===== src/rvam_sqrt_pipe.sv =====
// pipelined integer square root, one root bit per stage
module rvam_sqrt_pipe #(
  parameter int RW = 17,
  parameter int SW = 1
) (
  input  logic              clk,
  input  logic              rst_n,
  input  logic              en,
  input  logic              in_vld,
  input  logic [2*RW-1:0]   rad,
  input  logic [SW-1:0]     in_sd,
  output logic              out_vld,
  output logic [RW-1:0]     root,
  output logic [SW-1:0]     out_sd
);

  localparam int VW = 2 * RW;
  localparam int MW = RW + 1;

  logic            vld_r  [RW];
  logic [MW-1:0]   rem_r  [RW];
  logic [VW-1:0]   v_r    [RW];
  logic [RW-1:0]   root_r [RW];
  logic [SW-1:0]   sd_r   [RW];

  for (genvar k = 0; k < RW; k++) begin : g_stg
    logic          vld_i;
    logic [MW-1:0] rem_i;
    logic [VW-1:0] v_i;
    logic [RW-1:0] root_i;
    logic [SW-1:0] sd_i;
    logic [MW+1:0] trial_rem;
    logic [MW+1:0] trial;
    logic [MW+1:0] diff;
    logic          ge;
    logic [MW-1:0] rem_nxt;

    if (k == 0) begin : g_first
      assign vld_i  = in_vld;
      assign rem_i  = '0;
      assign v_i    = rad;
      assign root_i = '0;
      assign sd_i   = in_sd;
    end else begin : g_next
      assign vld_i  = vld_r[k-1];
      assign rem_i  = rem_r[k-1];
      assign v_i    = v_r[k-1];
      assign root_i = root_r[k-1];
      assign sd_i   = sd_r[k-1];
    end

    assign trial_rem = {rem_i, v_i[VW-1:VW-2]};
    assign trial     = {1'b0, root_i, 2'b01};
    assign diff      = trial_rem - trial;
    assign ge        = (trial_rem >= trial);
    assign rem_nxt   = ge ? diff[MW-1:0] : trial_rem[MW-1:0];

    always_ff @(posedge clk) begin
      if (!rst_n) begin
        vld_r[k] <= 1'b0;
      end else if (en) begin
        vld_r[k] <= vld_i;
      end
      if (en) begin
        rem_r[k]  <= rem_nxt;
        v_r[k]    <= {v_i[VW-3:0], 2'b00};
        root_r[k] <= {root_i[RW-2:0], ge};
        sd_r[k]   <= sd_i;
      end
    end
  end

  assign out_vld = vld_r[RW-1];
  assign root    = root_r[RW-1];
  assign out_sd  = sd_r[RW-1];

endmodule


===== config.mk =====
export PLATFORM = sky130hd
export DESIGN_NAME = rvam_sqrt_pipe
export DESIGN_NICKNAME = d
export VERILOG_FILES = /design/src/rvam_sqrt_pipe.sv
export SDC_FILE = /design/constraint.sdc
export NUM_CORES = 1
export LEC_CHECK = 0
export BUFFER_PORTS_ARGS = -buffer_cell sky130_fd_sc_hd__buf_2
export CORE_MARGIN = 4
export CORE_UTILIZATION = 37
export CTS_CLUSTER_DIAMETER = 30
export DETAILED_ROUTE_END_ITERATION = 16
export PLACE_DENSITY = 0.49
export SETUP_SLACK_MARGIN = 0.1
export SYNTH_ARGS = -nofsm -noshare
export SYNTH_HDL_FRONTEND = slang
export SYNTH_SLANG_ARGS = --single-unit

===== constraint.sdc =====
create_clock -name clk -period 5.7 [get_ports clk]
set_input_delay 0.57 -clock clk [delete_from_list [all_inputs] [get_ports clk]]
set_output_delay 0.57 -clock clk [all_outputs]
set_load 0.02 [all_outputs]

==> impl_metrics.py <==
metrics = {
    "yosys": {
        "synth_flop_cell": "edfxtp_1",
        "synth_edf_count": 726,
        "synthTopCellsByCount": "edfxtp_1, inv_1, ha_1",
        "ys_warn_count": 0,
        "yosysMostFrequentCell": "edfxtp_1",
        "ys_ff_latch": 727,
        "syn-cell-area_um2": 33000,
        "async_flop_share_pct": 0,
        "netlist.area_leader.share_pct": 66.1,
        "synth_area_leaders": "edfxtp_1, ha_1, xnor2_1, xor2_1, a21oi_1",
        "synth.largest_area_cell": "edfxtp_1",
        "ys_seq_area_share_pct": 66.2,
        "postSynthAreaPerCell_um2": 13.5,
        "synth_nets": 2651,
        "syn_inst": 2441,
        "synth_cell_types": 85,
    },
    "grt": {
        "antenna_found_initial": 1,
        "grt_use_total_pct": 13.2,
        "grt_pass1_vias": 19700,
        "grt_max_degree": 148,
        "grt_pass1_wl_um": 101000,
        "grt-ovfl-total": 0,
    },
    "clock_network": {
        "cts_buffers": 173,
        "cts_max_level": 4,
        "clk_pin_slew_ns": 0.05,
        "cts_tree": "done",
        "clock_latency_ns": 0.73,
        "cts_sinks": 727,
        "clock_path_buffers": 3,
        "cts_root_buf": "clkbuf_16",
    },
    "die": {
        "core_um2": 88400,
        "die_y_um": 306,
        "rows": 109,
        "die_x_um": 306,
        "start_util_pct": 37.3,
        "dieArea_um2": 93900,
        "ios": 58,
    },
    "finish": {
        "fin_nets": 2891,
        "drive_gt1_share_pct": 14.3,
        "diodes": 0,
        "area_growth_syn_to_layout_pct": 24.3,
    },
    "setup_path": {
        "required_ns": 6.17,
        "worstPathCellList": "ha_1 > o21ai_0 > a22oi_1 > nand2_1 > a2111oi_0 > and3b_1 > a2111oi_0 > mux2_2",
        "critPathLaunchType": "flop",
        "cp.arrival_ns": 3.75,
        "cp_top_family": "compound AO/OA/AOI/OAI gates",
        "crit_type": "flop to flop",
        "crit_path_top_delay_cell": "a2111oi_0",
        "cp_num_buf_inv": 0,
        "cp_slowest_stage_delay_ns": 0.83,
        "end_kind": "flop",
        "critPathMaxFanout": 4,
        "crit_top_cell": "a2111oi_0",
    },
    "power": {
        "sw_frac_of_total_pct": 24.4,
        "p_int_mw": 14.2,
        "vdd_drop_max_uv": 359,
        "pwr-share-seq_pct": 37.1,
        "p_comb_share_pct": 10.9,
        "power_mw": 18.8,
        "p_leak_nw": 15.9,
        "power_density_nw_per_um2": 458,
        "power_switching_mw": 4.59,
        "clkPwrFrac_pct": 52.0,
    },
    "drt": {
        "wl_met3_um": 3130,
        "via_per_inst": 4.90,
        "avgRoutedWirePerCell_um": 15.4,
        "wl_met2_um": 28200,
        "ant_nets": 0,
        "wl_um": 61500,
        "drc": 0,
        "drt_pass1_iterations": 5,
        "top_layer_used": "met4",
        "num_vias": 19500,
        "drt-met1-wl_um": 28300,
        "drt_iter0_markers": 1353,
    },
    "outcome": {
        "status": "finished clean",
    },
    "sta": {
        "whs_ns": 0.142,
        "fin_crit_sh_pct": 57.6,
        "layout_min_cycle_time_ns": 3.29,
        "grt_setup_unrepaired": "no",
        "slew_headroom_pct": 21.8,
        "worst_pin_slew_ns": 1.16,
        "finalMaxSlewViolations": 0,
        "max_clock_freq_mhz": 304,
        "hold_violations": 0,
        "fin_tns_setup_ns": 0,
        "setup_viol": 0,
        "finClkSkew_ns": 0.0227,
    },
    "worst_hold_path": {
        "holdCritPathClass": "input pin to flop",
    },
    "placement": {
        "io_buffers": 57,
        "dp_hpwl_um": 41700,
        "gp_congestion": 0.869,
    },
    "flow_run": {
        "cap_violations": 0,
    },
}
[power groups by stage]
stage	Combinational (mW)	Clock, mW	Sequential [mW]
5_1_grt	2.29	10.3	7.03
4_1_cts	2.04	10.0	6.99
6_report	2.04	9.75	6.97
3_3_place_gp	1.97	0	7.07
3_5_place_dp	2.01	0	7.07
2_1_floorplan	1.49	0	6.93
[cell type report]
class | instances | area [um2]
multi-input combinational | 1474 | 10200
timing repair buffer | 101 | 758
clock inverter | 131 | 1540
clock buffer | 190 | 4390
inverter | 204 | 766
tap | 1165 | 1460
fill | 7885 | 47400
sequential | 727 | 21800
[cells by family after synthesis]
family	count (synthesis)	share of synthesized area [%]
adder cells (fa/ha/maj)	171	6.49
multiplexers	33	1.10
flip-flops	727	66.2
other	1	0.0114
AO/OA/AOI/OAI	470	8.94
buffers and inverters	240	2.83
XOR/XNOR	202	5.37
AND/OR/NAND/NOR	597	9.07
[metrics by stage]
| step | setup WS, ns | cells | utilization, % | instance area (um2) |
|---|---|---|---|---|
| after global placement | 2.54 | 3638 | 39.3 | 34700 |
| after detailed placement | 2.50 | 3638 | 39.3 | 34700 |
| final | 2.41 | 3992 | 46.3 | 41000 |
| after floorplan | 3.12 | 2441 | - | 33000 |
| after CTS | 2.47 | 3992 | 46.3 | 41000 |
| after global routing | 2.21 | 3992 | 46.3 | 41000 |
[worst paths after layout]
kind / startpoint / end / slack (ns) / cells after the start
max: rem_r[0][198] / rem_r[0][233] / 2.41 / 8
min: rad[33] / root_r[0][0] / 0.14 / 2
max reg2reg: rem_r[0][198] / rem_r[0][233] / 2.41 / 8
min reg2reg: v_r[0][242] / v_r[0][276] / 0.40 / 0
[registers in the layout, summed over array words and instances, names as in the netlist]
register,cells
v_r,272
rem_r,268
root_r,153
sd_r,17
vld_r,17
[worst reg2reg max path: cells and delay by family (launching register included)]
kind	cells	cell delay, ns
multiplexers	1	0.30
AND/OR/NAND/NOR	2	0.40
adder cells (fa/ha/maj)	1	0.37
AO/OA/AOI/OAI	4	1.57
flip-flops	1	0.40
[metal layers]
layer / vias to the layer above / GRT usage (%)
li1: 9637 / -
met1: 9299 / 17.4
met2: 469 / 20.4
met3: 138 / 3.47
met4: 0 / 6.15
met5: - / 0
[cell usage in the layout (no fill, tap or decap), types with 33 or more instances in the layout]
| cell | Yosys | final |
|---|---|---|
| xor2_1 | 89 | 89 |
| ha_1 | 171 | 171 |
| a21oi_1 | 153 | 152 |
| inv_1 | 203 | 203 |
| nand2b_1 | 34 | 34 |
| nor2_1 | 166 | 166 |
| dlygate4sd3_1 | 0 | 33 |
| edfxtp_1 | 726 | 726 |
| nand3_1 | 36 | 36 |
| a21o_1 | 33 | 33 |
| nor3_1 | 57 | 57 |
| o21ai_0 | 124 | 124 |
| xnor2_1 | 113 | 113 |
| nand2_1 | 135 | 135 |
| clkbuf_16 | 0 | 173 |
| buf_2 | 16 | 56 |
[timing repair]
item,CTS,global route
buffers inserted,0,0
hold buffers,33,0
endpoints found under the hold margin,33,0
gates resized for setup,0,0
Note: power is estimated with default switching activity, not from simulation.
