File: src/rvam_div_pipe.sv
// pipelined restoring divider, one quotient bit per stage
module rvam_div_pipe #(
  parameter int DW = 12,
  parameter int QW = 17,
  parameter int SW = 1
) (
  input  logic              clk,
  input  logic              rst_n,
  input  logic              en,
  input  logic              in_vld,
  input  logic [DW+QW-1:0]  num,
  input  logic [DW-1:0]     den,
  input  logic [SW-1:0]     in_sd,
  output logic              out_vld,
  output logic [QW-1:0]     quo,
  output logic [SW-1:0]     out_sd
);

  logic          vld_r [QW];
  logic [DW-1:0] rem_r [QW];
  logic [QW-1:0] low_r [QW];
  logic [QW-1:0] q_r   [QW];
  logic [SW-1:0] sd_r  [QW];

  for (genvar k = 0; k < QW; k++) begin : g_stg
    logic          vld_i;
    logic [DW-1:0] rem_i;
    logic [QW-1:0] low_i;
    logic [QW-1:0] q_i;
    logic [SW-1:0] sd_i;
    logic [DW:0]   trial;
    logic [DW:0]   diff;
    logic          ge;
    logic [DW-1:0] rem_nxt;

    if (k == 0) begin : g_first
      assign vld_i = in_vld;
      assign rem_i = num[DW+QW-1:QW];
      assign low_i = num[QW-1:0];
      assign q_i   = '0;
      assign sd_i  = in_sd;
    end else begin : g_next
      assign vld_i = vld_r[k-1];
      assign rem_i = rem_r[k-1];
      assign low_i = low_r[k-1];
      assign q_i   = q_r[k-1];
      assign sd_i  = sd_r[k-1];
    end

    assign trial   = {rem_i, low_i[QW-1]};
    assign diff    = trial - {1'b0, den};
    assign ge      = (trial >= {1'b0, den});
    assign rem_nxt = ge ? diff[DW-1:0] : trial[DW-1:0];

    always_ff @(posedge clk) begin
      if (!rst_n) begin
        vld_r[k] <= 1'b0;
      end else if (en) begin
        vld_r[k] <= vld_i;
      end
      if (en) begin
        rem_r[k] <= rem_nxt;
        low_r[k] <= {low_i[QW-2:0], 1'b0};
        q_r[k]   <= {q_i[QW-2:0], ge};
        sd_r[k]  <= sd_i;
      end
    end
  end

  assign out_vld = vld_r[QW-1];
  assign quo     = q_r[QW-1];
  assign out_sd  = sd_r[QW-1];

endmodule

File: config.mk
export PLATFORM = sky130hd
export DESIGN_NAME = rvam_div_pipe
export DESIGN_NICKNAME = d
export VERILOG_FILES = /design/src/rvam_div_pipe.sv
export SDC_FILE = /design/constraint.sdc
export NUM_CORES = 1
export LEC_CHECK = 0
export BUFFER_PORTS_ARGS = -buffer_cell sky130_fd_sc_hd__clkbuf_2
export CAP_MARGIN = 30
export CORE_ASPECT_RATIO = 1.5
export CORE_MARGIN = 1.5
export CORE_UTILIZATION = 44
export DETAILED_ROUTE_END_ITERATION = 12
export PLACE_DENSITY_LB_ADDON = 0.08
export SLEW_MARGIN = 20
export SYNTH_ARGS = -nofsm -noshare
export SYNTH_HDL_FRONTEND = slang
export SYNTH_SLANG_ARGS = --single-unit
File: constraint.sdc
create_clock -name clk -period 8.1 [get_ports clk]
set_clock_uncertainty 0.2 [all_clocks]
set_input_delay 1.62 -clock clk [delete_from_list [all_inputs] [get_ports clk]]
set_output_delay 1.62 -clock clk [all_outputs]
set_load 0.02 [all_outputs]
==> results.py, run 1 <==
metrics = {
    "run_status": {
        "status": "finished, final reports clean",
    },
    "yosys": {
        "ys_top_cells_by_count": "514 x edfxtp_1, 204 x ha_1, 162 x a21oi_1",
        "synth_edf_count": 514,
        "async_flop_share": 0,
        "synthCells": 2002,
        "synth-main-ff-cell": "edfxtp_1",
        "yosys.cell_count.top_type": "edfxtp_1",
        "ys.warnings.count": 0,
        "ys_seq_area_frac": 0.582,
        "syn_nets": 2268,
        "synth_seq_cells": 515,
        "syn_area_per_cell_um2": 13.3,
        "synth_top_cell_by_area": "edfxtp_1",
        "ys_types": 54,
        "synthTopCellsByArea": "edfxtp_1 58%, ha_1 9.6%, mux2_2 5.3%",
        "synth_top_cell_area_share": 0.582,
        "syn_area_um2": 26500,
    },
    "pwr": {
        "internal-power_mw": 7.29,
        "p_leak_nw": 11.6,
        "powerDensity_nw_per_um2": 368,
        "switching_power_mw": 3.60,
        "clockPowerShare": 0.214,
        "pwr-share-seq": 0.387,
        "swShare": 0.331,
        "power_mw": 10.9,
        "comb_power_share": 0.399,
        "ir_drop_mv": 0.186,
    },
    "placed_design": {
        "placed_cell_area_um2": 27900,
        "pre_cts_ws_ns": 2.38,
        "io_buffers": 64,
        "place.gp.congestion": 0.876,
        "placedCellCount": 2843,
        "dp_hpwl_mm": 38.6,
    },
    "route": {
        "routed_via_density": 5.48,
        "wire_per_inst_um": 19.3,
        "ant_nets": 0,
        "vias": 16100,
        "drtIter0Drc": 897,
        "finalWirelength_mm": 56.7,
        "first_pass_iters": 5,
        "drc_errors": 0,
    },
    "worst_setup_path": {
        "slowest_stage": "inv_1",
        "slowest_delay_ns": 0.63,
        "reg2regPathDepth": 9,
        "cp_cell_sequence": "clkbuf_2 > inv_1 > ha_1 > o21a_1 > o31a_1 > or4_4 > a22oi_2 > a21oi_2 > a2111oi_4 > buf_6 > mux2_2",
        "required_ns": 8.25,
        "path_max_fanout": 12,
        "end_kind": "flop",
        "r2r-end": "rem_r[0][123]$_DFFE_PP_",
        "critPathLaunchType": "input pin",
        "r2r-start": "rem_r[0][108]$_DFFE_PP_",
        "cp.arrival_ns": 5.07,
        "worstSetupPathType": "in2reg",
        "reg2reg_slack_ns": 4.55,
    },
    "timing": {
        "fmax_ghz": 0.203,
        "setup_ws_ns": 3.17,
        "slew_viol_final": 0,
        "setup_tns_ns": 0,
        "final-setup-viol-count": 0,
        "holdWs_ns": 0.213,
        "worstMarginPinSlew_ns": 0.935,
        "period_minus_slack_ns": 4.93,
        "slew_headroom": 0.376,
        "rsz0062_at_grt": "false",
        "period_share": 0.608,
        "final_hold_viol_count": 0,
    },
    "cells_and_area": {
        "syn_to_final_growth_pct": 11.4,
        "nets": 2379,
        "n_fill_cell": 5243,
        "design_area_um2": 29600,
        "drive_gt1_frac": 0.141,
        "fin_cells": 2937,
        "final_core_util": 0.494,
        "antennaDiodeCount": 0,
    },
    "global_route": {
        "grtUsageTotal": 0.185,
        "grt_max_degree": 160,
        "grt_pass1_vias": 16300,
        "grt_pass1_wl_mm": 87.6,
        "grt.overflow.total": 0,
        "antenna_found_initial": 0,
    },
    "cts": {
        "cts_tree": "built",
        "cts_hold_buffers": 0,
        "clock-sinks": 515,
        "htreeDepth": 2,
        "clock_latency_ns": 0.60,
        "cts_resized": 0,
        "clk_pin_slew_ns": 0.06,
        "cts_setup_buffers": 0,
        "clock_path_buffers": 3,
        "cts_buffers": 51,
        "root_buffer": "clkbuf_16",
    },
    "min_path": {
        "hold-path-cell-count": 0,
        "worstHoldPathType": "reg2reg",
        "min_to": "low_r[0][77]$_DFFE_PP_",
        "hp-start": "low_r[0][60]$_DFFE_PP_",
    },
    "die": {
        "die_w_um": 204,
        "fp.coreArea_um2": 59900,
        "rows": 110,
        "io_pins": 65,
        "die-area_um2": 61800,
        "die_y_um": 304,
        "start_util": 0.443,
    },
    "flow_run": {
        "maxCapViolCount": 0,
    },
}
-- power by group through the flow --
stage          clock [mW]  sequential, mW  combinational, mW
2_1_floorplan           0            4.07               3.45
3_3_place_gp            0            4.28               4.22
3_5_place_dp            0            4.28               4.32
4_1_cts              2.43            4.23               4.35
5_1_grt              2.51            4.27               4.83
6_report             2.33            4.21               4.34
-- worst max-delay path by stage --
stage,from,to,depth (start not counted)
after global placement,den[2],rem_r[0][122]$_DFFE_PP_,10
after global routing,den[2],rem_r[0][123]$_DFFE_PP_,11
after CTS,den[2],rem_r[0][126]$_DFFE_PP_,10
after detailed placement,den[2],rem_r[0][126]$_DFFE_PP_,10
after floorplan,den[1],rem_r[0][124]$_DFFE_PP_,10
final,den[2],rem_r[0][123]$_DFFE_PP_,11
-- routing by layer --
| metal | vias up | routed length [um] | GRT usage |
|---|---|---|---|
| met4 | 0 | 3190 | 0.101 |
| li1 | 7883 | - | - |
| met1 | 7767 | 20800 | 0.192 |
| met2 | 303 | 30500 | 0.347 |
| met3 | 143 | 2120 | 0.0318 |
| met5 | - | 0 | 0 |
-- critical path: cells and delay by family --
| family | cells | cell delay [ns] |
|---|---|---|
| fa+ha+maj | 1 | 0.42 |
| buf+inv | 3 | 0.96 |
| simple gates | 1 | 0.44 |
| compound gates | 5 | 1.30 |
| mux | 1 | 0.34 |
-- cells in the final DEF, fill, tap and decap left out, types with 6 or more instances in the layout --
cell / synthesis / routed
a211oi_1: 26 / 26
a21o_1: 77 / 77
a21oi_1: 162 / 162
a31oi_1: 21 / 21
and3_1: 48 / 48
buf_4: 0 / 16
clkbuf_1: 11 / 13
clkbuf_16: 0 / 51
clkbuf_2: 0 / 63
clkinv_1: 0 / 11
clkinv_2: 0 / 8
edfxtp_1: 514 / 514
fa_1: 16 / 16
ha_1: 204 / 204
inv_1: 77 / 73
mux2_2: 126 / 126
mux2i_1: 33 / 33
nand2_1: 64 / 64
nand2b_1: 48 / 48
nand3_1: 31 / 31
nand4_1: 7 / 7
nor2_1: 124 / 124
nor2b_1: 36 / 36
nor3_1: 33 / 33
nor4_1: 10 / 10
o2111ai_1: 9 / 9
o21a_1: 6 / 6
o21ai_0: 74 / 71
o22ai_1: 11 / 11
or2_2: 13 / 13
or3_1: 24 / 24
xnor2_1: 69 / 69
xor2_1: 59 / 59
-- kinds of logic (layout without fill, tap and decap cells) --
logic type / after synthesis / in the layout / synth area share
AND/OR/NAND/NOR: 448 / 448 / 0.0859
AO/OA/AOI/OAI: 429 / 429 / 0.100
XOR/XNOR: 128 / 128 / 0.0422
multiplexers: 159 / 159 / 0.0659
adder cells (fa/ha/maj): 220 / 220 / 0.108
flip-flops: 515 / 515 / 0.582
buffers and inverters: 103 / 254 / 0.0150
-- registers in the layout, indices dropped and copies added, names as in the netlist --
name,count
low_r,136
q_r,153
rem_r,192
vld_r,17
sd_r,17
-- cell type report --
| type | count | area [um^2] | area share |
|---|---|---|---|
| clock inverter | 27 | 273 | 0.00922 |
| tap | 784 | 981 | 0.0332 |
| clock buffer | 66 | 1350 | 0.0457 |
| multi-input combinational | 1384 | 10700 | 0.362 |
| sequential | 515 | 15500 | 0.523 |
| inverter | 77 | 289 | 0.00977 |
| timing repair buffer | 84 | 522 | 0.0176 |
No activity file was read; power rests on OpenSTA's default activity.
==> run 2: changes to the inputs <==
==> constraint.sdc (replaced) <==
create_clock -name clk -period 4.15 [get_ports clk]
set_clock_uncertainty 0.2 [all_clocks]
set_input_delay 0.83 -clock clk [delete_from_list [all_inputs] [get_ports clk]]
set_output_delay 0.83 -clock clk [all_outputs]
set_load 0.02 [all_outputs]
==> run 2 against run 1 <==
Net effect:
- critical path depth fell by 1
- combinational power increased by 100%
- non-clock buffer count up 36
- clock power rose by 120%
- worst setup slack worse by 2.4 ns
- critical path type is now reg2reg
- largest power group unchanged
- highest routed layer unchanged
==> results.py, run 2 (synthesis gave the netlist of run 1 again) <==
metrics = {
    "run_status": {
        "status": "finished, final reports clean",
    },
    "cells_and_area": {
        "mostFrequentLayoutCell": "edfxtp_1",
        "drive_gt1_frac": 0.160,
        "design_area_um2": 30100,
        "fin_cells": 2977,
        "top_register": "rem_r",
        "nets": 2416,
        "largest_register_ffs": 192,
        "mostFrequentLayoutCells": "514 x edfxtp_1, 204 x ha_1, 162 x a21oi_1",
        "antennaDiodeCount": 0,
        "n_fill_cell": 5228,
        "syn_to_final_growth_pct": 13.4,
        "top_regs": "rem_r x192, q_r x153, low_r x136",
    },
    "global_route": {
        "grt.overflow.total": 0,
        "grt_max_degree": 104,
        "grt_pass1_vias": 16700,
        "grtUsageTotal": 0.185,
        "grt_pass1_wl_mm": 88.6,
        "antenna_found_initial": 0,
    },
    "pwr": {
        "power_mw": 21.9,
        "ir_drop_mv": 0.354,
        "powerDensity_nw_per_um2": 728,
        "p_leak_nw": 11.9,
    },
    "worst_setup_path": {
        "end_kind": "flop",
        "r2r-start": "low_r[0][159]$_DFFE_PP_",
        "slowest_delay_ns": 0.50,
        "startpoint": "low_r[0][159]$_DFFE_PP_",
        "cp.arrival_ns": 3.53,
        "critPathLaunchType": "flop",
        "slowest_stage": "edfxtp_1",
        "worstSetupPathType": "reg2reg",
        "required_ns": 4.29,
        "cp_cell_sequence": "inv_1 > ha_1 > nor2b_4 > o31a_1 > or4_4 > a22oi_2 > a21oi_2 > a2111oi_4 > buf_4 > mux2_2",
        "path_max_fanout": 13,
    },
    "placed_design": {
        "pre_cts_ws_ns": 0.182,
        "io_buffers": 64,
        "dp_hpwl_mm": 40.0,
        "place.gp.congestion": 0.847,
        "placedCellCount": 2880,
        "placed_cell_area_um2": 28300,
    },
    "die": {
        "fp.coreArea_um2": 59900,
        "start_util": 0.443,
        "die_y_um": 304,
        "die-area_um2": 61800,
        "rows": 110,
        "die_w_um": 204,
        "io_pins": 65,
    },
    "min_path": {
        "hp-start": "num[2]",
        "worstHoldPathType": "in2reg",
    },
    "timing": {
        "slew_headroom": 0.532,
        "setup_ws_ns": 0.766,
        "period_share": 0.815,
        "final_hold_viol_count": 0,
        "fmax_ghz": 0.296,
        "setup_tns_ns": 0,
        "rsz0062_at_grt": "false",
        "period_minus_slack_ns": 3.38,
        "final-setup-viol-count": 0,
        "worstMarginPinSlew_ns": 0.702,
        "slew_viol_final": 0,
    },
    "cts": {
        "cts_buffers": 52,
        "cts_resized": 0,
        "cts_setup_buffers": 0,
        "clock_path_buffers": 3,
        "cts_hold_buffers": 0,
        "htreeDepth": 2,
        "clk_pin_slew_ns": 0.06,
        "clock-sinks": 515,
        "root_buffer": "clkbuf_16",
        "cts_tree": "built",
        "clock_latency_ns": 0.62,
    },
    "route": {
        "routed_via_density": 5.47,
        "drtIter0Drc": 748,
        "wire_per_inst_um": 19.1,
        "finalWirelength_mm": 56.9,
        "first_pass_iters": 5,
        "ant_nets": 0,
        "drc_errors": 0,
        "vias": 16300,
    },
    "flow_run": {
        "maxCapViolCount": 0,
    },
}
## run 2: changes by cell type in the layout (fill, tap and decap cells not counted), moves of 3 or more
cell,previous run,this run
buf_12,3,8
buf_4,16,48
bufinv_16,5,10
clkbuf_1,13,8
clkinv_1,11,5
clkinv_4,2,5
inv_1,73,77
## run 2: report_power, final
| part | switching [mW] | internal, mW |
|---|---|---|
| clock network | 2.04 | 2.98 |
| logic | 4.48 | 4.25 |
| registers | 0.641 | 7.52 |
| total | 7.17 | 14.8 |
## run 2: layout make-up
type                    count  area, um^2  area share
flip-flops and latches    515       15500       0.513
multi-input cells        1384       10700       0.355
clock buffers              62        1360      0.0451
well taps                 784         981      0.0326
repair buffers            120         851      0.0283
clock inverters            35         475      0.0158
inverters                  77         289     0.00960
## run 2: final timing paths
kind / to / slack [ns] / depth (start not counted)
worst max-delay path: rem_r[0][125]$_DFFE_PP_ / 0.77 / 10
worst min-delay path: low_r[0][2]$_DFFE_PP_ / 0.19 / 1
worst max register to register: rem_r[0][125]$_DFFE_PP_ / 0.77 / 10
worst min register to register: q_r[0][212]$_DFFE_PP_ / 0.21 / 0
## run 2: critical path, delay by kind of cell (launching register included)
family,cells,cell delay [ns]
and+or+nand+nor,2,0.48
muxes,1,0.37
AOI/OAI and AO/OA,4,0.92
adders and majority gates,1,0.24
DFF,1,0.50
buffers and inverters,2,0.41
## run 2: stage by stage
| stage | utilization | hold WS [ns] |
|---|---|---|
| 2_1_floorplan | - | 0.200 |
| 3_3_place_gp | 0.472 | 0.200 |
| 3_5_place_dp | 0.472 | 0.205 |
| 4_1_cts | 0.503 | 0.153 |
| 5_1_grt | 0.503 | 0.160 |
| 6_report | 0.503 | 0.190 |
## run 2: per-layer routing
metal,global-route usage,share of wire
met4,0.0992,0.054
met2,0.353,0.55
met3,0.0280,0.033
met1,0.192,0.37
met5,0,0
